--- src/design/bdd_pkg.sv ---
package bdd_pkg;

    localparam int CFG_W        = 13;
    localparam int CFG_IDX_W    = 2;
    localparam int ROW_W        = 12;
    localparam int HEIGHT_LIMIT = 4096;
    localparam int COMP_W       = 8;
    localparam int PSUM_W       = COMP_W + 1;
    localparam int TOTAL_W      = COMP_W + 2;
    localparam int NCOMP        = 4;

    // Configuration register indexes
    localparam logic [CFG_IDX_W-1:0] CFG_SRC_WIDTH  = 2'd0;
    localparam logic [CFG_IDX_W-1:0] CFG_SRC_HEIGHT = 2'd1;
    localparam logic [CFG_IDX_W-1:0] CFG_HAS_ALPHA  = 2'd2;

    typedef struct packed {
        logic [COMP_W-1:0] comp_0;
        logic [COMP_W-1:0] comp_1;
        logic [COMP_W-1:0] comp_2;
        logic [COMP_W-1:0] comp_3;
    } t_pix_in;

    typedef struct packed {
        logic [COMP_W-1:0] out_0;
        logic [COMP_W-1:0] out_1;
        logic [COMP_W-1:0] out_2;
        logic [COMP_W-1:0] out_3;
        logic              frame_end;
    } t_pix_out;

    // Four horizontal pair sums, one per component
    typedef logic [NCOMP-1:0][PSUM_W-1:0] t_psum_quad;

    // Per-transaction control from the front end to the combine stage
    typedef struct packed {
        logic emit;
        logic frame_end;
        logic single_row;
        logic has_alpha;
    } t_front;

endpackage

--- src/design/bdd_out.sv ---
module bdd_out (
    input  logic                 i_clk,
    input  logic                 i_rst_n,
    input  logic                 i_acc,
    input  bdd_pkg::t_front      i_ctl,
    input  bdd_pkg::t_psum_quad  i_hs,
    input  bdd_pkg::t_psum_quad  i_line,
    input  logic                 i_out_stall,
    output logic                 o_in_stall,
    output logic                 o_s1_vld,
    output logic                 o_out_vld,
    output bdd_pkg::t_pix_out    o_out_pix
);
    import bdd_pkg::*;

    logic                          r_s1_vld;
    t_front                        r_s1_ctl;
    t_psum_quad                    r_s1_hs;
    logic                          r_out_vld;
    t_pix_out                      r_out_pix;
    t_pix_out                      n_out_pix;
    logic [NCOMP-1:0][COMP_W-1:0]  avg;
    logic [TOTAL_W-1:0]            total;
    logic                          out_free;
    logic                          s1_go;

    assign out_free   = !r_out_vld || !i_out_stall;
    assign s1_go      = r_s1_vld && out_free;
    assign o_in_stall = r_s1_vld && !out_free;

    // Vertical sum and divide by four
    always_comb begin
        total = '0;
        for (int k = 0; k < NCOMP; k++) begin
            if (r_s1_ctl.single_row) begin
                total = {r_s1_hs[k], 1'b0};
            end else begin
                total = TOTAL_W'(i_line[k]) + TOTAL_W'(r_s1_hs[k]);
            end
            avg[k] = total[TOTAL_W-1:2];
        end
        n_out_pix.out_0     = avg[0];
        n_out_pix.out_1     = avg[1];
        n_out_pix.out_2     = avg[2];
        n_out_pix.out_3     = r_s1_ctl.has_alpha ? avg[3] : '0;
        n_out_pix.frame_end = r_s1_ctl.frame_end;
    end

    always_ff @(posedge i_clk) begin
        if (!i_rst_n) begin
            r_s1_vld  <= 1'b0;
            r_out_vld <= 1'b0;
        end else begin
            if (i_acc && i_ctl.emit) begin
                r_s1_vld <= 1'b1;
            end else if (s1_go) begin
                r_s1_vld <= 1'b0;
            end
            if (s1_go) begin
                r_out_vld <= 1'b1;
            end else if (!i_out_stall) begin
                r_out_vld <= 1'b0;
            end
        end
    end

    always_ff @(posedge i_clk) begin
        if (i_acc && i_ctl.emit) begin
            r_s1_ctl <= i_ctl;
            r_s1_hs  <= i_hs;
        end
        if (s1_go) begin
            r_out_pix <= n_out_pix;
        end
    end

    assign o_s1_vld  = r_s1_vld;
    assign o_out_vld = r_out_vld;
    assign o_out_pix = r_out_pix;

endmodule

--- config.mk ---
export PLATFORM = sky130hd
export DESIGN_NAME = bdd_out
export DESIGN_NICKNAME = d
export VERILOG_FILES = /design/src/design/bdd_pkg.sv /design/src/design/bdd_out.sv
export SDC_FILE = /design/constraint.sdc
export NUM_CORES = 1
export LEC_CHECK = 0
export BUFFER_PORTS_ARGS = -buffer_cell sky130_fd_sc_hd__buf_4
export CORE_MARGIN = 4
export CORE_UTILIZATION = 52
export DETAILED_ROUTE_END_ITERATION = 8
export PLACE_DENSITY = 0.83
export SYNTH_ARGS = -nofsm -noshare
export SYNTH_HDL_FRONTEND = slang
export SYNTH_SLANG_ARGS = --single-unit
--- constraint.sdc ---
create_clock -name i_clk -period 5.8 [get_ports i_clk]
set_clock_uncertainty 0.15 [all_clocks]
set_input_delay 1.74 -clock i_clk [delete_from_list [all_inputs] [get_ports i_clk]]
set_output_delay 1.74 -clock i_clk [all_outputs]
set_load 0.03 [all_outputs]
Yosys cells after proc, flatten, opt, wreduce, memory -nomap -nowiden:

Index checks and enable logic that the tools add are counted.

* register bits after elaboration: 74
* latch bits: 0
* memory bits (writable): 0
* memory bits (read-only): 0
* output and inout bits: 36
* word-level logic and storage cells: 35
* memories kept: 0

* add/subtract/negate cells: 4
* $mul: 0
* divide/modulo/power cells: 0
* $lt $le $gt $ge: 0
* equality and inequality tests: 1
* shift operators: 0
* mux-type cells: 8
* bitwise operators: 0
* reductions and logical operators: 8

Operators with widths (number)
* $add 9x9->10: 4
* $mux 10: 4
* $mux 1: 4
* $logic_and 1x1->1: 3
* $logic_not 1->1: 3
* $ne 2x1->1 const B: 1
* $reduce_bool 2->1: 1
* $logic_or 1x1->1: 1

Logic depth before layout (Yosys ltp):

* depth in word-level cells: 5
* mapped depth: 6
* gate-level depth less buffers: 6

Worst setup path after synthesis:

Ideal clock, no wire load.

* path kind: input to register
* start: input port i_out_stall
* end: register r_out_pix, in the netlist o_out_pix[0], enable pin
* arrival time: 4.189 ns
* data required time: 5.176 ns
* slack: 0.988 ns
* stages on the path: 1
* path buffers: 0
* cell sequence: a21boi_0

* longest elaborated chain between the ends: 3

Ends and longest elaborated chain
* start, declared: RTL line bdd_out.sv:8 `input logic i_out_stall,`
* $logic_not 1->1
* $logic_or 1x1->1: RTL line bdd_out.sv:27 `assign out_free = !r_out_vld || !i_out_stall;`
* $logic_and 1x1->1: RTL line bdd_out.sv:28 `assign s1_go = r_s1_vld && out_free;`
* end signal, assigned: RTL line bdd_out.sv:73 `r_out_pix <= n_out_pix;`
* end, declared: RTL line bdd_out.sv:20 `t_pix_out r_out_pix;`

Every way passes these cells.
A chain may end at the register's enable or synchronous reset.

Final worst setup path:

* start: input port i_out_stall
* end: output port o_in_stall

* longest elaborated chain between the ends: 4

Ends and longest elaborated chain
* $logic_not 1->1
* $logic_or 1x1->1: RTL line bdd_out.sv:27
* $logic_not 1->1: RTL line bdd_out.sv:29 `assign o_in_stall = r_s1_vld && !out_free;`
* $logic_and 1x1->1: RTL line bdd_out.sv:29
* end, declared: RTL line bdd_out.sv:9 `output logic o_in_stall,`

Every way passes these cells.

==> summary.txt <==
Outcome
  – Status: complete, no violations

Worst hold path
  – Hold worst-path end: o_out_pix[0]
  – Hold path start: n_out_pix[0]
  – WHS Path Cells: 0
  – Worst Hold Class: reg -> reg

Placed design
  – GPL Wtd Cong: 0.808
  – DP HPWL: 6160 um
  – Port bufs: 115
  – Place WS: 1.68 ns

STA
  – Max Fclk: 243 MHz
  – Fin. Hold Viols: 0
  – Unrepaired setup endpoints after global routing: false
  – Worst-margin pin slew: 1.05 ns
  – Period utilization: 71.1%
  – Slew headroom: 29.6%
  – # setup viols final: 0
  – Final min period: 4.12 ns
  – Setup_tns: 0 ns
  – Final WS setup: 1.68 ns
  – Final Slew Violations: 0

Routing
  – Initial DRT Pass Iterations: 4
  – Detail Route Antenna Nets: 0
  – DR iter-0 viols: 152
  – Vias: 2,930
  – Post-Route WL: 8270 um
  – DRC: 0
  – Vias per cell: 5.49
  – Post-DR wirelength/cell: 15.5 um

Critical path
  – Most common cell on crit path: buf_4
  – Critical path class: in -> out
  – Worst setup SP type: input port
  – CP top delay family: buffers and inverters
  – Highest fanout seen on the critical path: 3
  – Cell depth of the worst setup path: 3
  – Reg2reg path depth: 6
  – CP bufs+invs: 2
  – CP Cell Sequence: buf_4, and3_1, buf_4
  – Crit path largest cell delay: 0.19 ns
  – Crit path DAT: 2.23 ns
  – Crit. End Element: output pin
  – Crit Reg-Reg Endpoint: o_out_pix[14]
  – Req. time, crit path: 3.91 ns
  – Reg2reg start: r_s1_hs[19]
  – Slowest-stage cell, CP: and3_1
  – Flop-to-flop setup slack: 3.56 ns

Final layout
  – Share of layout cells above drive strength 1: 31.7%
  – Sequential cell area: 0.00220 mm2
  – # fillers: 560
  – Antenna diode count: 0
  – Multi-input logic area: 0.00160 mm2
  – # nets final: 542
  – Layout area overhead: 31.8%

Synthesis
  – Syn Nets: 422
  – Synth area leaders: edfxtp_1 56%, ha_1 10%, o21ai_0 4.2%, xor2_1 3.2%, nand2_1 3.1%
  – Syn Inst Count: 310
  – Share of the yosys chip area belonging to registers: 57.3%
  – Top cell type's share of synthesized area: 56.2%
  – Ys async rst share: 0%
  – Area leader, netlist: edfxtp_1
  – Commonest cells post-synth: 72 x edfxtp_1, 32 x ha_1, 32 x nand2_1, 32 x o21ai_0, 14 x xor2_1
  – Syn avg cell area: 12.4 um2
  – Post-synth EDFFs: 72
  – Synth Warn #: 0
  – Netlist cell types: 35
  – Cell with the most instances after synthesis: edfxtp_1
  – Synthesized cell area: 0.00385 mm2
  – Ys flop type: edfxtp_1
  – Register bit total from synthesis: 74

Global route
  – First-pass GRT wire length: 12,900 um
  – Vias in the first global route: 2,927
  – Total global routing overflow: 0
  – Largest net degree at the start of global routing: 59
  – Initial antenna violation count: 0
  – Tot GR Track Use: 19.0%

Die
  – Die height: 94.0 um
  – Ports: 116
  – Die X: 94.0 um
  – Initial Utilization: 53.3%
  – Row count: 31
  – Die area: 0.00884 mm2
  – Core ar.: 0.00721 mm2

Power and ir drop
  – Maximum vdd drop: 0.000195 V
  – Leak: 2.05 nW
  – Pwr Density: 277 mW/mm2

Run
  – Max Cap Viol: 0

CTS
  – CTS tree: yes
  – Setup Buffers After CTS: 0
  – Worst skew pair latency: 0.34 ns
  – Root cell of the clock tree: clkbuf_8
  – CTS buffer count: 9
  – Clock tree buffer depth: 2
  – Clock slew at reported path FFs: 0.08 ns
  – CTS sink cnt: 74
  – Post_cts resized: 0
  – Hold Buf Count CTS: 0
  – H-tree depth: 3
-- cells by family after synthesis --
logic type / share of synthesized area (%)
compound gates: 15.9
simple gates: 9.17
flops: 57.3
fa+ha+maj: 10.4
xor+xnor: 5.92
buf+inv: 1.37
-- metrics by stage --
step | area [um2] | total power, mW | utilization [%] | std cells | hold slack [ns]
4_1_cts | 5070 | 1.41 | 70.3 | 534 | 0.274
3_5_place_dp | 4830 | 0.928 | 66.9 | 518 | 0.255
6_report | 5070 | 1.41 | 70.3 | 534 | 0.273
5_1_grt | 5070 | 1.47 | 70.3 | 534 | 0.281
2_1_floorplan | 3850 | 0.835 | - | 310 | 0.250
3_3_place_gp | 4830 | 0.917 | 66.9 | 518 | 0.251
-- worst max-delay path by stage --
stage	end	slack, ns	from
after floorplan	o_out_pix[0]	0.99	i_out_stall
after global placement	o_in_stall	1.70	i_out_stall
after detailed placement	o_in_stall	1.68	i_out_stall
after CTS	o_in_stall	1.68	i_out_stall
after global routing	o_in_stall	1.68	i_out_stall
final	o_in_stall	1.68	i_out_stall
-- layout by cell type (no fill, tap or decap), types with 3 or more instances in the layout --
cell type and n:
nand2_1 32, buf_4 116, o21ai_1 4, a21oi_1 11
xor2_1 14, inv_1 7, o21bai_1 3, bufinv_16 3
a41oi_1 5, a221oi_1 4, edfxtp_1 72, a211oi_1 7
xnor2_1 12, and2_1 6, a21o_1 3, ha_1 32
o21a_1 4, nor2_1 4, clkbuf_8 10, a31oi_1 7
and3_1 4, a41oi_2 3, o21ai_0 32, nand3_1 11
nor3_1 10, a221o_1 3
-- flip-flops by register name, summed over array words and instances, names as in the netlist --
name	count
r_s1_ctl	2
o_out_vld	1
r_s1_hs	36
o_s1_vld	1
o_out_pix	33
n_out_pix	1
-- area by class of cell --
| type | instances | share of cell area, % |
|---|---|---|
| sequential | 74 | 43.4 |
| multi-input combinational | 222 | 31.6 |
| timing repair buffer | 116 | 17.2 |
| clock buffer | 12 | 2.86 |
| tap | 99 | 2.44 |
| clock inverter | 4 | 1.95 |
| inverter | 7 | 0.518 |
-- metal layers --
layer	vias to the layer above	track usage, %	share of wire (%)
met5	-	0	0
met2	118	34.0	54
met4	0	10.2	3.4
met3	25	4.41	6.8
met1	1339	20.6	36
li1	1448	-	-
-- power by group --
group | total [mW] | internal, mW | switching, mW | leakage, nW
combinational | 0.278 | 0.130 | 0.148 | 1.25
sequential | 0.642 | 0.627 | 0.0148 | 0.687
clock | 0.487 | 0.299 | 0.188 | 0.121
(Power assumes the default switching activity.)
