### src/design/bdd_pkg.sv
package bdd_pkg;

    localparam int CFG_W        = 13;
    localparam int CFG_IDX_W    = 2;
    localparam int ROW_W        = 12;
    localparam int HEIGHT_LIMIT = 4096;
    localparam int COMP_W       = 8;
    localparam int PSUM_W       = COMP_W + 1;
    localparam int TOTAL_W      = COMP_W + 2;
    localparam int NCOMP        = 4;

    // Configuration register indexes
    localparam logic [CFG_IDX_W-1:0] CFG_SRC_WIDTH  = 2'd0;
    localparam logic [CFG_IDX_W-1:0] CFG_SRC_HEIGHT = 2'd1;
    localparam logic [CFG_IDX_W-1:0] CFG_HAS_ALPHA  = 2'd2;

    typedef struct packed {
        logic [COMP_W-1:0] comp_0;
        logic [COMP_W-1:0] comp_1;
        logic [COMP_W-1:0] comp_2;
        logic [COMP_W-1:0] comp_3;
    } t_pix_in;

    typedef struct packed {
        logic [COMP_W-1:0] out_0;
        logic [COMP_W-1:0] out_1;
        logic [COMP_W-1:0] out_2;
        logic [COMP_W-1:0] out_3;
        logic              frame_end;
    } t_pix_out;

    // Four horizontal pair sums, one per component
    typedef logic [NCOMP-1:0][PSUM_W-1:0] t_psum_quad;

    // Per-transaction control from the front end to the combine stage
    typedef struct packed {
        logic emit;
        logic frame_end;
        logic single_row;
        logic has_alpha;
    } t_front;

endpackage

### src/design/bdd_ctrl.sv
module bdd_ctrl #(
    parameter int MAX_WIDTH = 4096,
    parameter int AW        = 11
) (
    input  logic                            i_clk,
    input  logic                            i_rst_n,
    input  logic                            i_cfg_we,
    input  logic [bdd_pkg::CFG_IDX_W-1:0]   i_cfg_idx,
    input  logic [bdd_pkg::CFG_W-1:0]       i_cfg_data,
    input  logic                            i_acc,
    input  bdd_pkg::t_pix_in                i_pix,
    output logic                            o_lb_wr,
    output logic                            o_lb_rd,
    output logic [AW-1:0]                   o_lb_addr,
    output bdd_pkg::t_psum_quad             o_hs,
    output bdd_pkg::t_front                 o_ctl
);
    import bdd_pkg::*;

    localparam int CW = $clog2(MAX_WIDTH);
    localparam int WW = $clog2(MAX_WIDTH + 1);
    localparam int XW = (WW > CFG_W) ? WW : CFG_W;

    logic [CFG_W-1:0]                 r_cfg_w;
    logic [CFG_W-1:0]                 r_cfg_h;
    logic                             r_has_alpha;
    logic [CW-1:0]                    r_col;
    logic [CW-1:0]                    n_col;
    logic [ROW_W-1:0]                 r_row;
    logic [ROW_W-1:0]                 n_row;
    logic [NCOMP-1:0][COMP_W-1:0]     r_pend;
    logic [NCOMP-1:0][COMP_W-1:0]     n_pend;
    logic [NCOMP-1:0][COMP_W-1:0]     pix;

    logic [WW-1:0]    w_eff;
    logic [WW-1:0]    ow;
    logic [WW-1:0]    col_lim;
    logic [WW-1:0]    col_x;
    logic [WW-1:0]    col_half;
    logic [CFG_W-1:0] h_eff;
    logic [CFG_W-1:0] oh;
    logic [CFG_W-1:0] row_lim;
    logic [CFG_W-1:0] row_x;
    logic [CFG_W-1:0] row_half;
    logic             w_one;
    logic             h_one;
    logic             in_box;
    logic             pair_done;
    logic             odd_row;
    logic             cfg_hit;

    assign pix[0] = i_pix.comp_0;
    assign pix[1] = i_pix.comp_1;
    assign pix[2] = i_pix.comp_2;
    assign pix[3] = i_pix.comp_3;

    // Clamp the programmed dimensions
    always_comb begin
        if (r_cfg_w == '0) begin
            w_eff = WW'(1);
        end else if (XW'(r_cfg_w) > XW'(MAX_WIDTH)) begin
            w_eff = WW'(MAX_WIDTH);
        end else begin
            w_eff = WW'(r_cfg_w);
        end
        if (r_cfg_h == '0) begin
            h_eff = CFG_W'(1);
        end else if (r_cfg_h > CFG_W'(HEIGHT_LIMIT)) begin
            h_eff = CFG_W'(HEIGHT_LIMIT);
        end else begin
            h_eff = r_cfg_h;
        end
    end

    assign w_one    = (w_eff == WW'(1));
    assign h_one    = (h_eff == CFG_W'(1));
    assign ow       = w_one ? WW'(1) : (w_eff >> 1);
    assign oh       = h_one ? CFG_W'(1) : (h_eff >> 1);
    assign col_lim  = w_one ? WW'(2) : {w_eff[WW-1:1], 1'b0};
    assign row_lim  = h_one ? CFG_W'(2) : {h_eff[CFG_W-1:1], 1'b0};
    assign col_x    = WW'(r_col);
    assign row_x    = CFG_W'(r_row);
    assign col_half = col_x >> 1;
    assign row_half = row_x >> 1;

    assign in_box    = (col_x < col_lim) && (row_x < row_lim);
    assign pair_done = in_box && (w_one || r_col[0]);
    assign odd_row   = r_row[0];

    // Horizontal pair sum; a one-pixel-wide image pairs each pixel with itself
    always_comb begin
        for (int k = 0; k < NCOMP; k++) begin
            o_hs[k] = w_one ? {pix[k], 1'b0} : (PSUM_W'(r_pend[k]) + PSUM_W'(pix[k]));
        end
    end

    assign o_lb_wr   = i_acc && pair_done && !h_one && !odd_row;
    assign o_lb_rd   = i_acc && pair_done && !h_one && odd_row;
    assign o_lb_addr = AW'(col_half);

    assign o_ctl.emit       = pair_done && (h_one || odd_row);
    assign o_ctl.frame_end  = ((col_half + WW'(1)) == ow) && ((row_half + CFG_W'(1)) == oh);
    assign o_ctl.single_row = h_one;
    assign o_ctl.has_alpha  = r_has_alpha;

    always_comb begin
        unique case (i_cfg_idx)
            CFG_SRC_WIDTH, CFG_SRC_HEIGHT, CFG_HAS_ALPHA: cfg_hit = i_cfg_we;
            default:                                      cfg_hit = 1'b0;
        endcase
    end

    // Raster position and pending even-column pixel
    always_comb begin
        n_col  = r_col;
        n_row  = r_row;
        n_pend = r_pend;
        if (cfg_hit) begin
            n_col  = '0;
            n_row  = '0;
            n_pend = '0;
        end else if (i_acc) begin
            if (in_box && !w_one && !r_col[0]) begin
                n_pend = pix;
            end
            if ((col_x + WW'(1)) >= w_eff) begin
                n_col = '0;
                if ((row_x + CFG_W'(1)) >= h_eff) begin
                    n_row = '0;
                end else begin
                    n_row = r_row + ROW_W'(1);
                end
            end else begin
                n_col = r_col + CW'(1);
            end
        end
    end

    always_ff @(posedge i_clk) begin
        if (!i_rst_n) begin
            r_cfg_w     <= CFG_W'(64);
            r_cfg_h     <= CFG_W'(64);
            r_has_alpha <= 1'b1;
            r_col       <= '0;
            r_row       <= '0;
            r_pend      <= '0;
        end else begin
            r_col  <= n_col;
            r_row  <= n_row;
            r_pend <= n_pend;
            if (i_cfg_we) begin
                unique case (i_cfg_idx)
                    CFG_SRC_WIDTH:  r_cfg_w     <= i_cfg_data;
                    CFG_SRC_HEIGHT: r_cfg_h     <= i_cfg_data;
                    CFG_HAS_ALPHA:  r_has_alpha <= i_cfg_data[0];
                    default:        ;
                endcase
            end
        end
    end

endmodule

### config.mk
export PLATFORM = sky130hd
export DESIGN_NAME = bdd_ctrl
export DESIGN_NICKNAME = d
export VERILOG_FILES = /design/src/design/bdd_pkg.sv /design/src/design/bdd_ctrl.sv
export SDC_FILE = /design/constraint.sdc
export NUM_CORES = 1
export LEC_CHECK = 0
export BUFFER_PORTS_ARGS = -buffer_cell sky130_fd_sc_hd__buf_4
export CAP_MARGIN = 30
export CORE_MARGIN = 5
export CORE_UTILIZATION = 50
export CTS_CLUSTER_SIZE = 24
export DETAILED_ROUTE_END_ITERATION = 6
export MAX_ROUTING_LAYER = met4
export PLACE_DENSITY_LB_ADDON = 0.08
export SLEW_MARGIN = 20
export SYNTH_ARGS = -nofsm -noshare
export SYNTH_HDL_FRONTEND = slang
export SYNTH_SLANG_ARGS = --single-unit
### constraint.sdc
create_clock -name i_clk -period 7.6 [get_ports i_clk]
set_input_delay 1.14 -clock i_clk [delete_from_list [all_inputs] [get_ports i_clk]]
set_output_delay 1.14 -clock i_clk [all_outputs]
set_load 0.05 [all_outputs]
# Word-level counts from Yosys, hierarchy flattened
# Cells that the tools add are included.
[classes] add_sub_neg=10 n_mul=0 div=0 n_lt_le_gt_ge=6 eq_ne=6 shift=0 mux=15 bitwise_logic=1 reduce_logical=26
[op_table] op="2-to-1 mux 13 bit" n=6
[op_table] op="2-to-1 mux 12 bit" n=4
[op_table] op="adder 8 x 8 -> 9 bit" n=4
[op_table] op="2-to-1 mux 9 bit" n=4
[op_table] op="adder 12 x 1 -> 13 bit, second input constant" n=2
[op_table] op="equality test 13 x 1 -> 1 bit, second input constant" n=2
[op_table] op=">= comparator 13 bit" n=2
[op_table] op="> comparator 13 bit, second input constant" n=2
[op_table] op="logical NOT 13 bit" n=2
[op_table] op="less-than comparator 12 x 13 -> 1 bit" n=2
[op_table] op="adder 11 x 1 -> 12 bit, second input constant" n=2
[op_table] op="adder 12 x 1 -> 12 bit, second input constant" n=2
[op_table] op="equality test 12 bit" n=2
[op_table] op="logical AND 1 bit" n=10
[op_table] op="AND reduction 2 bit" n=5
[op_table] op="logical NOT 1 bit" n=4
[op_table] op="OR reduction 3 bit" n=1
[op_table] op="equality test 2 x 1 -> 1 bit, second input constant" n=1
[op_table] op="equality test 2 bit, second input constant" n=1
[op_table] op="logical NOT 2 bit" n=1
[op_table] op="logical OR 1 bit" n=2
[op_table] op="OR reduction 2 bit" n=1
[op_table] op="2-to-1 mux 1 bit" n=1
[op_table] op="NOT 1 bit" n=1
[word_totals] register_bits=83 latchBits=0 ramBits=0 mem_bits_ro=0 in_bits=51 out_inout_bits=53 elab_cells=73 memories=0

# Longest topological paths before layout
# Gate-level depths: netlist (run 1).
[depth] ltp_word=11 mapped_depth=15 mapped_depth_nobuf=14

# Worst setup path after synthesis (run 1)
# OpenSTA, ideal clock, no wires.
[synth_path] kind="register -> output" startpoint="register r_cfg_h[12]" endpoint="output o_lb_wr" arrival_time_ns=4.370 required_time_ns=6.460 slack_ns=2.090 path_stages_with_launch=13 n_path_buf=3 cell_sequence="dfxtp_1 > clkbuf_1 > inv_2 > clkbuf_1 > buf_1 > nand2_1 > ha_1 > a221oi_1 > a21oi_1 > or4_1 > a311o_1 > nor2_1 > nor4b_1"
[synth_via] elab_chain_len=11
[synth_lines] item="start: declaration" line="bdd_ctrl.sv:25" text="logic [CFG_W-1:0] r_cfg_h;"
[synth_lines] item="start signal: assignment" line="bdd_ctrl.sv:154" text="CFG_SRC_HEIGHT: r_cfg_h <= i_cfg_data;"
[synth_lines] item="> comparator 13 bit" line="bdd_ctrl.sv:68" text="end else if (r_cfg_h > CFG_W'(HEIGHT_LIMIT)) begin"
[synth_lines] item="2-to-1 mux 13 bit" line="bdd_ctrl.sv:68"
[synth_lines] item="2-to-1 mux 13 bit (*)" line="bdd_ctrl.sv:66" text="if (r_cfg_h == '0) begin"
[synth_lines] item="equality test 13 x 1 -> 1 bit" line="bdd_ctrl.sv:76" text="assign h_one = (h_eff == CFG_W'(1));"
[synth_lines] item="2-to-1 mux 13 bit" line="bdd_ctrl.sv:80" text="assign row_lim = h_one ? CFG_W'(2) : {h_eff[CFG_W-1:1], 1'b0};"
[synth_lines] item="less-than comparator 12 x 13 -> 1 bit" line="bdd_ctrl.sv:86" text="assign in_box = (col_x < col_lim) && (row_x < row_lim);"
[synth_lines] item="logical AND 1 bit" line="bdd_ctrl.sv:86"
[synth_lines] item="logical AND 1 bit" line="bdd_ctrl.sv:87" text="assign pair_done = in_box && (w_one || r_col[0]);"
[synth_lines] item="logical AND 1 bit" line="bdd_ctrl.sv:97" text="assign o_lb_wr = i_acc && pair_done && !h_one && !odd_row;"
[synth_lines] item="logical AND 1 bit (*) (2 in a row)" line="bdd_ctrl.sv:97"
[synth_lines] item="end: declaration" line="bdd_ctrl.sv:12" text="output logic o_lb_wr,"
# Mark *: on every way between the ends. The rest lies on a longest branch, timed or not.

# Worst setup path in the final report (run 1)
[layout_path] startpoint="register r_cfg_w[12]" endpoint="output o_lb_rd"
[layout_via] elab_chain_len=11
[layout_lines] item="start: declaration" line="bdd_ctrl.sv:24" text="logic [CFG_W-1:0] r_cfg_w;"
[layout_lines] item="start signal: assignment" line="bdd_ctrl.sv:153" text="CFG_SRC_WIDTH: r_cfg_w <= i_cfg_data;"
[layout_lines] item="> comparator 13 bit" line="bdd_ctrl.sv:61" text="end else if (XW'(r_cfg_w) > XW'(MAX_WIDTH)) begin"
[layout_lines] item="2-to-1 mux 13 bit" line="bdd_ctrl.sv:61"
[layout_lines] item="2-to-1 mux 13 bit (*)" line="bdd_ctrl.sv:59" text="if (r_cfg_w == '0) begin"
[layout_lines] item="equality test 13 x 1 -> 1 bit" line="bdd_ctrl.sv:75" text="assign w_one = (w_eff == WW'(1));"
[layout_lines] item="2-to-1 mux 13 bit" line="bdd_ctrl.sv:79" text="assign col_lim = w_one ? WW'(2) : {w_eff[WW-1:1], 1'b0};"
[layout_lines] item="less-than comparator 12 x 13 -> 1 bit" line="bdd_ctrl.sv:86"
[layout_lines] item="logical AND 1 bit" line="bdd_ctrl.sv:86"
[layout_lines] item="logical AND 1 bit (*)" line="bdd_ctrl.sv:87"
[layout_lines] item="logical AND 1 bit (*) (3 in a row)" line="bdd_ctrl.sv:98" text="assign o_lb_rd = i_acc && pair_done && !h_one && odd_row;"
[layout_lines] item="end: declaration" line="bdd_ctrl.sv:13" text="output logic o_lb_rd,"
# Marked as above.

==> flow_metrics.tcl, run 1 <==
set metrics [dict create \
    p_leak_nw 3.46 \
    worstHoldEndpoint "r_cfg_w[0]" \
    tightest_slew_ns 0.868 \
    drtIter0Drc 494 \
    power.density_mw_per_mm2 165 \
    drt_pass1_iterations 7 \
    grt_pass1_vias 6130 \
    antennaDiodeCount 0 \
    clkTransAtPathRegs_ns 0.06 \
    max_freq_mhz 201 \
    cp.required_ns 6.46 \
    cts_resized 0 \
    die-area_mm2 0.0165 \
    grt_usage_pct 23.5 \
    synth_commonest_cells "132 x nand2_1, 84 x ha_1, 83 x dfxtp_1" \
    cts-root-buf "clkbuf_16" \
    antenna_found_initial 0 \
    ir_drop_mv 0.102 \
    maxCapViolations 0 \
    nets 1121 \
    drive_above_1_share_pct 13.9 \
    fin_skew_ns 0.00607 \
    cts.sinks 83 \
    h-tree-depth 3 \
    vias 6482 \
    die_y_um 128 \
    maxSlewHeadroom_pct 41.9 \
    wire_per_inst_um 16.0 \
    synth_area_leaders "dfxtp_1 24%, ha_1 15%, nand2_1 7.1%" \
    area_growth_pct 15.5 \
    rows 43 \
    port_buffers 103 \
    finalCritPeriodShare_pct 65.5 \
    synth_area_leader_cell "dfxtp_1" \
    r2r_slack_ns 3.40 \
    r2r_end "r_row[2]" \
    synth_area_mm2 0.00699 \
    grt_max_degree 58 \
    cts_inserted_buffers 9 \
    place.gp.congestion 0.912 \
    yosys_warnings 0 \
    tns_ns 0 \
    fill_cells 1314 \
    core-area_mm2 0.0138 \
    ant_nets 0 \
    dpl.hpwl_mm 14.3 \
    outcome "complete, no violations" \
    start_util_pct 50.8 \
    synth_edf_count 0 \
    critPathLaunchType "flop" \
    grt_pass1_wl_mm 30.3 \
    reg2regPathDepth 13 \
    routed_via_density 5.55 \
    synth_top_area_share_pct 23.8 \
    ys_ff_latch 83 \
    synth_seq_area_share_pct 23.8 \
    hold_class "flop to flop" \
    drc 0 \
    finalSetupViolCount 0 \
    fin_crit_ns 4.98 \
    ys_types 65 \
    power_mw 1.33 \
    endpoint_kind "output pin" \
    postCtsSetupBuffers 0 \
    routed_wl_mm 18.7 \
    gr-total-overflow 0 \
    ctsHoldBuffers 0 \
    cts_tree "yes" \
    finalHoldViolations 0 \
    yosys_most_used_dff "dfxtp_1" \
    synth_most_common_cell "nand2_1" \
    grt_setup_unrepaired "false" \
    clock_latency_ns 0.35 \
    r2r_start "r_row[2]" \
    syn_nets 1065 \
    clockBufferDepth 2 \
    avgSynthCellArea_um2 7.55 \
    path_class "flop to output pin" \
    die_w_um 128 \
    netlist_instances 926 \
    crit_fanout 57 \
    hp-start "r_cfg_w[0]" \
    ys_async_sr_fraction_pct 0 \
    min_path_cells 2 \
    slew_violations 0 \
    io_pins 104 \
    cp.arrival_ns 3.84 \
]
## stage by stage
stage	instance area, um^2	util, %	std cells	worst slack, ns	hold WS, ns
after floorplan	6990	-	926	2.09	0.443
after global placement	7760	56.3	1150	3.04	0.455
after detailed placement	7790	56.5	1151	2.94	0.468
after CTS	8080	58.7	1167	2.55	0.476
after global routing	8080	58.7	1167	2.16	0.507
final	8080	58.7	1167	2.62	0.475
## cells by family (layout without fill, tap and decap cells)
kind of cell	count (synthesis)	after routing	share of synthesized area (%)
buffers and inverters	100	161	6.23
DFF	83	83	23.8
and+or+nand+nor	340	340	22.5
AOI/OAI and AO/OA	236	236	21.5
xor gates and xnor gates	77	77	9.64
adders and majority gates	88	88	16.2
muxes	2	2	0.286
## placed cells by master, fill, tap and decap left out, drive strengths merged, types with 3 or more instances in the layout
master | netlist | routed
a2111oi | 4 | 4
a22oi | 13 | 13
and2 | 6 | 6
fa | 4 | 4
nand3 | 57 | 57
nand2 | 133 | 133
a21oi | 76 | 76
a211oi | 3 | 3
nand2b | 11 | 11
nand3b | 3 | 3
a31oi | 6 | 6
or2 | 3 | 3
o22ai | 10 | 10
a21boi | 24 | 24
ha | 84 | 84
o21bai | 9 | 9
nor2 | 65 | 65
or3 | 3 | 3
and4 | 3 | 3
xor2 | 21 | 21
dfxtp | 83 | 83
inv | 34 | 34
clkinv | 0 | 3
nand4 | 13 | 13
nor2b | 7 | 7
nor3 | 21 | 21
o211ai | 3 | 3
buf | 19 | 111
o21ai | 44 | 44
clkbuf | 47 | 11
o21a | 8 | 8
a21o | 18 | 18
nor4 | 6 | 6
o31ai | 4 | 4
xnor2 | 56 | 56
## power by group
part	internal (mW)	switching (mW)	leakage [nW]
Combinational	0.147	0.277	2.64
Sequential	0.449	0.0123	0.673
Clock	0.262	0.183	0.145
## worst max-delay path: stages, from the launching register on
cell	delay [ns]
dfxtp_1	0.52
inv_1	0.30
nand4_1	0.14
buf_4	0.45
nand2_1	0.11
ha_1	0.19
nor2b_1	0.11
o21a_1	0.12
o2111ai_1	0.10
a31oi_1	0.34
a311o_1	0.16
buf_4	0.33
nor2_1	0.16
and4_1	0.24
buf_4	0.19
## how the worst max path moves through the flow
stage               slack [ns]  cells after the start       to        start
floorplan                 2.09                     12  o_lb_wr  r_cfg_h[12]
global placement          3.04                     14  o_lb_rd  r_cfg_w[12]
detailed placement        2.94                     14  o_lb_rd  r_cfg_w[12]
CTS                       2.55                     14  o_lb_rd  r_cfg_w[12]
global route              2.16                     14  o_lb_rd  r_cfg_w[12]
finish                    2.62                     14  o_lb_rd  r_cfg_w[12]
## sequential cells by signal, summed over array words and instances (netlist names)
signal	cells
r_pend	32
r_cfg_h	13
r_cfg_w	13
r_col	12
r_row	12
r_has_alpha	1
## routing by layer
metal	global-route usage (%)	part of all wire (%)	up-vias
li1	-	-	3362
met1	30.9	47	2924
met2	37.0	45	170
met3	3.75	6.0	26
met4	7.74	1.9	0
met5	-	0	-
## cell type report
cell class,count,area [um^2],area share (%)
tap,180,225,2.79
timing repair buffer,111,853,10.6
clock buffer,11,243,3.00
sequential,83,1660,20.6
inverter,34,128,1.58
clock inverter,5,52.6,0.650
multi-input combinational,743,4920,60.9
Note: power is estimated with default switching activity, not from simulation.
==> inputs of run 2 (changes only) <==
Clock period 7.6 ns to 4.08 ns, I/O delays scaled along.
==> run 2 against run 1 <==
Non-clock buffer count up 16. Critical path depth down 4. Combinational power up 88%. Global-route usage up 0.41 points. Largest cell class unchanged. Flip-flop and latch count unchanged. Critical path type unchanged. Power up 86%. Largest power group unchanged. Hold slack worse by 0.0072 ns.
==> flow_metrics.tcl, run 2 (same netlist as run 1, synthesis figures left out) <==
set metrics [dict create \
    outcome "complete, no violations" \
    mostFrequentLayoutCell "nand2_1" \
    antennaDiodeCount 0 \
    grt_pass1_wl_mm 31.0 \
    ir_drop_mv 0.191 \
    routed_wl_mm 18.9 \
    tightest_slew_ns 0.674 \
    drc 0 \
    die_y_um 128 \
    place.gp.congestion 0.918 \
    r2r_end "r_row[2]" \
    finalHoldViolations 0 \
    holdWs_ns 0.467 \
    final_area_mm2 0.00821 \
    path_class "flop to output pin" \
    r2r_slack_ns 0.34 \
    grt_max_degree 57 \
    most-common-layout-cells "132 x nand2_1, 127 x buf_4, 84 x ha_1" \
    drt_pass1_iterations 5 \
    grt_pass1_vias 6204 \
    final_util_pct 59.6 \
    reg2regPathDepth 13 \
    drive_above_1_share_pct 15.7 \
    cp.required_ns 3.47 \
    antenna_found_initial 0 \
    maxCapViolations 0 \
    die_w_um 128 \
    power_mw 2.47 \
    clkTransAtPathRegs_ns 0.06 \
    vias 6581 \
    largest_reg_flops 32 \
    crit_start "r_cfg_h[12]" \
    die-area_mm2 0.0165 \
    power.density_mw_per_mm2 301 \
    tns_ns 0 \
    cts-root-buf "clkbuf_16" \
    finalCritPeriodShare_pct 93.2 \
    max_flop_register "r_pend" \
    max_freq_mhz 263 \
    area_growth_pct 17.4 \
    endpoint_kind "output pin" \
    p_leak_nw 3.54 \
    grt_usage_pct 24.0 \
    critPathLaunchType "flop" \
    hold_class "flop to flop" \
    critical_path.endpoint "o_lb_wr" \
    clockBufferDepth 2 \
    worst_slack_ns 0.277 \
    dp.cells 1166 \
    crit_fanout 23 \
    cts.sinks 83 \
    h-tree-depth 3 \
    wire_per_inst_um 16.0 \
    r2r_start "r_row[2]" \
    ant_nets 0 \
    slew_violations 0 \
    routed_via_density 5.57 \
    fin_crit_ns 3.80 \
    grt_setup_unrepaired "false" \
    port_buffers 103 \
    finalSetupViolCount 0 \
    core-area_mm2 0.0138 \
    start_util_pct 50.8 \
    stdcell_count 1182 \
    cts_inserted_buffers 9 \
    pre_cts_ws_ns 0.339 \
    dpl.hpwl_mm 14.6 \
    nets 1137 \
    drtIter0Drc 433 \
    reg_top3 "r_pend x32, r_cfg_h x13, r_cfg_w x13" \
    io_pins 104 \
    gr-total-overflow 0 \
    clock_latency_ns 0.35 \
    rows 43 \
    place_area_mm2 0.00789 \
    fin_skew_ns 0.00491 \
    maxSlewHeadroom_pct 55.0 \
    cp.arrival_ns 3.19 \
    cts_tree "yes" \
]
-- run 2: area by class of cell --
type                       instances  area, um^2
fill                            1346        5560
multi-input combinational        743        4950
sequential                        83        1660
clock inverter                     5        53.8
clock buffer                      10         239
inverter                          34         130
tap                              180         225
timing repair buffer             127         953
-- run 2: per-layer routing --
layer | global-route usage, % | vias up | wire length (um)
met4 | 8.36 | 0 | 476
met2 | 37.7 | 153 | 8580
met1 | 31.3 | 3002 | 8870
li1 | - | 3395 | -
met3 | 3.67 | 31 | 1020
met5 | - | - | 0
-- run 2: worst min-delay path by stage --
stage | cells after the start | slack, ns | startpoint | endpoint
final | 2 | 0.47 | r_cfg_h[0] | r_cfg_h[0]
after global routing | 3 | 0.50 | i_cfg_data[6] | r_cfg_w[6]
after CTS | 2 | 0.47 | r_cfg_h[0] | r_cfg_h[0]
after detailed placement | 2 | 0.46 | r_cfg_h[0] | r_cfg_h[0]
after global placement | 2 | 0.45 | r_cfg_w[0] | r_cfg_w[0]
after floorplan | 2 | 0.44 | r_cfg_w[0] | r_cfg_w[0]
-- run 2: power by group --
group | switching, mW | total (mW) | internal (mW)
clock network | 0.333 | 0.818 | 0.485
logic | 0.521 | 0.798 | 0.277
registers | 0.0200 | 0.857 | 0.837
-- run 2: repair_timing --
item	CTS	global route
hold buffers	0	0
endpoints found under the hold margin	0	0
gates resized for setup	0	5
pin swaps	1	0
endpoints found under the setup margin	1	2
buffers inserted	1	0
-- run 2: worst max-delay path, cell delays in order, from the launching register on --
cell      delay, ns
dfxtp_1        0.52
inv_4          0.16
nand2_1        0.11
ha_1           0.24
a221oi_1       0.27
a21oi_1        0.09
or4_1          0.47
a311o_1        0.37
nor2_2         0.16
nor4b_4        0.21
buf_4          0.23
==> inputs of run 3 (changes only) <==
Settings changed: CORE_UTILIZATION 50 to 53, REMOVE_ABC_BUFFERS from default to 1.
Clock period 4.08 ns to 3.2 ns, I/O delays scaled along.
==> run 3 against run 2 <==
The run now ends with setup timing left. Global-route usage rose by 2.0 points. Setup slack got worse by 0.56 ns. Sequential power grew 27%. Power is 29% higher. Via count grew 8.0%. Die area decreased by 5.2%. Critical path type unchanged.
==> flow_metrics.tcl, run 3 (same netlist as run 1, synthesis figures left out) <==
set metrics [dict create \
    outcome "complete, but fails checks" \
    violations "setup timing" \
    endpoint_kind "output pin" \
    ctsHoldBuffers 0 \
    reg_top3 "r_pend x32, r_cfg_h x13, r_cfg_w x13" \
    gr-total-overflow 0 \
    holdWs_ns 0.369 \
    largest_reg_flops 32 \
    critPathLaunchType "flop" \
    min_path_cells 3 \
    core-area_mm2 0.0131 \
    maxSlewHeadroom_pct 52.4 \
    cts.sinks 83 \
    final_area_mm2 0.00916 \
    routed_via_density 5.61 \
    r2r_end "r_row[0]" \
    die-area_mm2 0.0156 \
    fin_crit_ns 3.49 \
    power.density_mw_per_mm2 348 \
    grt_pass1_wl_mm 32.7 \
    r2r_start "r_col[2]" \
    max_flop_register "r_pend" \
    clkTransAtPathRegs_ns 0.07 \
    cp.arrival_ns 3.01 \
    fill_cells 1124 \
    drc 0 \
    tightest_slew_ns 0.712 \
    most-common-layout-cells "206 x buf_4, 131 x nand2_1, 81 x ha_1" \
    finalHoldViolations 0 \
    r2r_slack_ns 0.10 \
    hp-start "i_cfg_data[6]" \
    regArea_mm2 0.00167 \
    ir_drop_mv 0.247 \
    drive_above_1_share_pct 26.3 \
    grt_max_degree 57 \
    grt_setup_unrepaired "true" \
    wire_per_inst_um 15.9 \
    worstHoldEndpoint "r_cfg_h[6]" \
    grt_pass1_vias 6734 \
    io_pins 104 \
    drtIter0Drc 504 \
    die_y_um 125 \
    area_growth_pct 30.9 \
    vias 7105 \
    finalCritPeriodShare_pct 109 \
    clock_latency_ns 0.36 \
    antenna_found_initial 0 \
    rows 42 \
    cts-root-buf "clkbuf_16" \
    port_buffers 103 \
    crit_fanout 3 \
    path_class "flop to output pin" \
    antennaDiodeCount 0 \
    place_area_mm2 0.00839 \
    routed_wl_mm 20.1 \
    ant_nets 0 \
    cts_inserted_buffers 9 \
    slew_violations 0 \
    h-tree-depth 3 \
    grt_usage_pct 25.9 \
    multi_input_area_mm2 0.00521 \
    die_w_um 125 \
    drt_pass1_iterations 5 \
    fin_skew_ns 0.00962 \
    worst_slack_ns -0.286 \
    clockBufferDepth 2 \
    nets 1224 \
    dpl.hpwl_mm 15.1 \
    hold_class "input pin to flop" \
    maxCapViolations 0 \
    cts_tree "yes" \
    p_leak_nw 4.04 \
    reg2regPathDepth 14 \
    finalSetupViolCount 4 \
    cp.required_ns 2.72 \
    max_freq_mhz 287 \
    mostFrequentLayoutCell "buf_4" \
    start_util_pct 53.5 \
    place.gp.congestion 0.965 \
]
[run 3: layout make-up]
cell class,instances,share of cell area (%)
Timing Repair Buffer,214,18.0
Multi-Input combinational cell,743,56.9
Tap cell,176,2.40
Clock buffer,9,2.46
Inverter,34,1.42
Clock inverter,7,0.642
Sequential cell,83,18.2
[run 3: worst max-delay path by stage]
stage	startpoint	to	depth (start not counted)
after global placement	r_cfg_h[2]	o_lb_wr	12
after detailed placement	r_cfg_h[5]	o_lb_wr	12
final	r_cfg_h[5]	o_lb_wr	12
after global routing	r_cfg_h[5]	o_lb_wr	12
after floorplan	r_cfg_w[12]	o_lb_wr	11
after CTS	r_cfg_h[5]	o_lb_wr	12
[run 3: what timing repair did]
action                                  4_1_cts  5_1_grt
resized for setup                            20       53
endpoints found under the hold margin         0        0
setup buffers                                14        9
endpoints found under the setup margin        5       32
pin swaps                                    12       27
[run 3: layer usage]
| metal | global-route usage, % | vias to the layer above | wire length [um] |
|---|---|---|---|
| li1 | - | 3581 | - |
| met1 | 31.4 | 3313 | 8920 |
| met2 | 43.4 | 180 | 9660 |
| met3 | 4.89 | 31 | 1080 |
| met4 | 8.86 | 0 | 467 |
| met5 | - | - | 0 |
[run 3: metrics by stage]
stage	instances	util, %	setup TNS [ns]	total power [mW]	setup slack, ns
2_1_floorplan	860	-	-68.36	1.79	-2.54
3_3_place_gp	1230	64.2	-0.163	2.15	-0.117
3_5_place_dp	1230	64.2	-0.320	2.16	-0.159
4_1_cts	1259	67.8	-0.813	3.18	-0.301
5_1_grt	1266	70.0	-2.55	3.34	-0.440
6_report	1266	70.0	-0.842	3.19	-0.286
[run 3: worst max-delay path, cell delays in order, from the launching register on]
cell      delay (ns)
dfxtp_2         0.33
nor4_4          0.28
nand4_1         0.15
nand2_1         0.10
ha_1            0.14
nor2b_1         0.04
o211ai_1        0.15
a21oi_1         0.08
or4_1           0.42
a311o_1         0.38
nor2_4          0.16
nor4b_4         0.22
buf_6           0.19
[run 3: power by group]
group | total [mW] | switching [mW] | internal (mW)
combinational | 1.10 | 0.693 | 0.407
sequential | 1.09 | 0.0205 | 1.07
clock | 1.00 | 0.464 | 0.536
total | 3.19 | 1.18 | 2.01
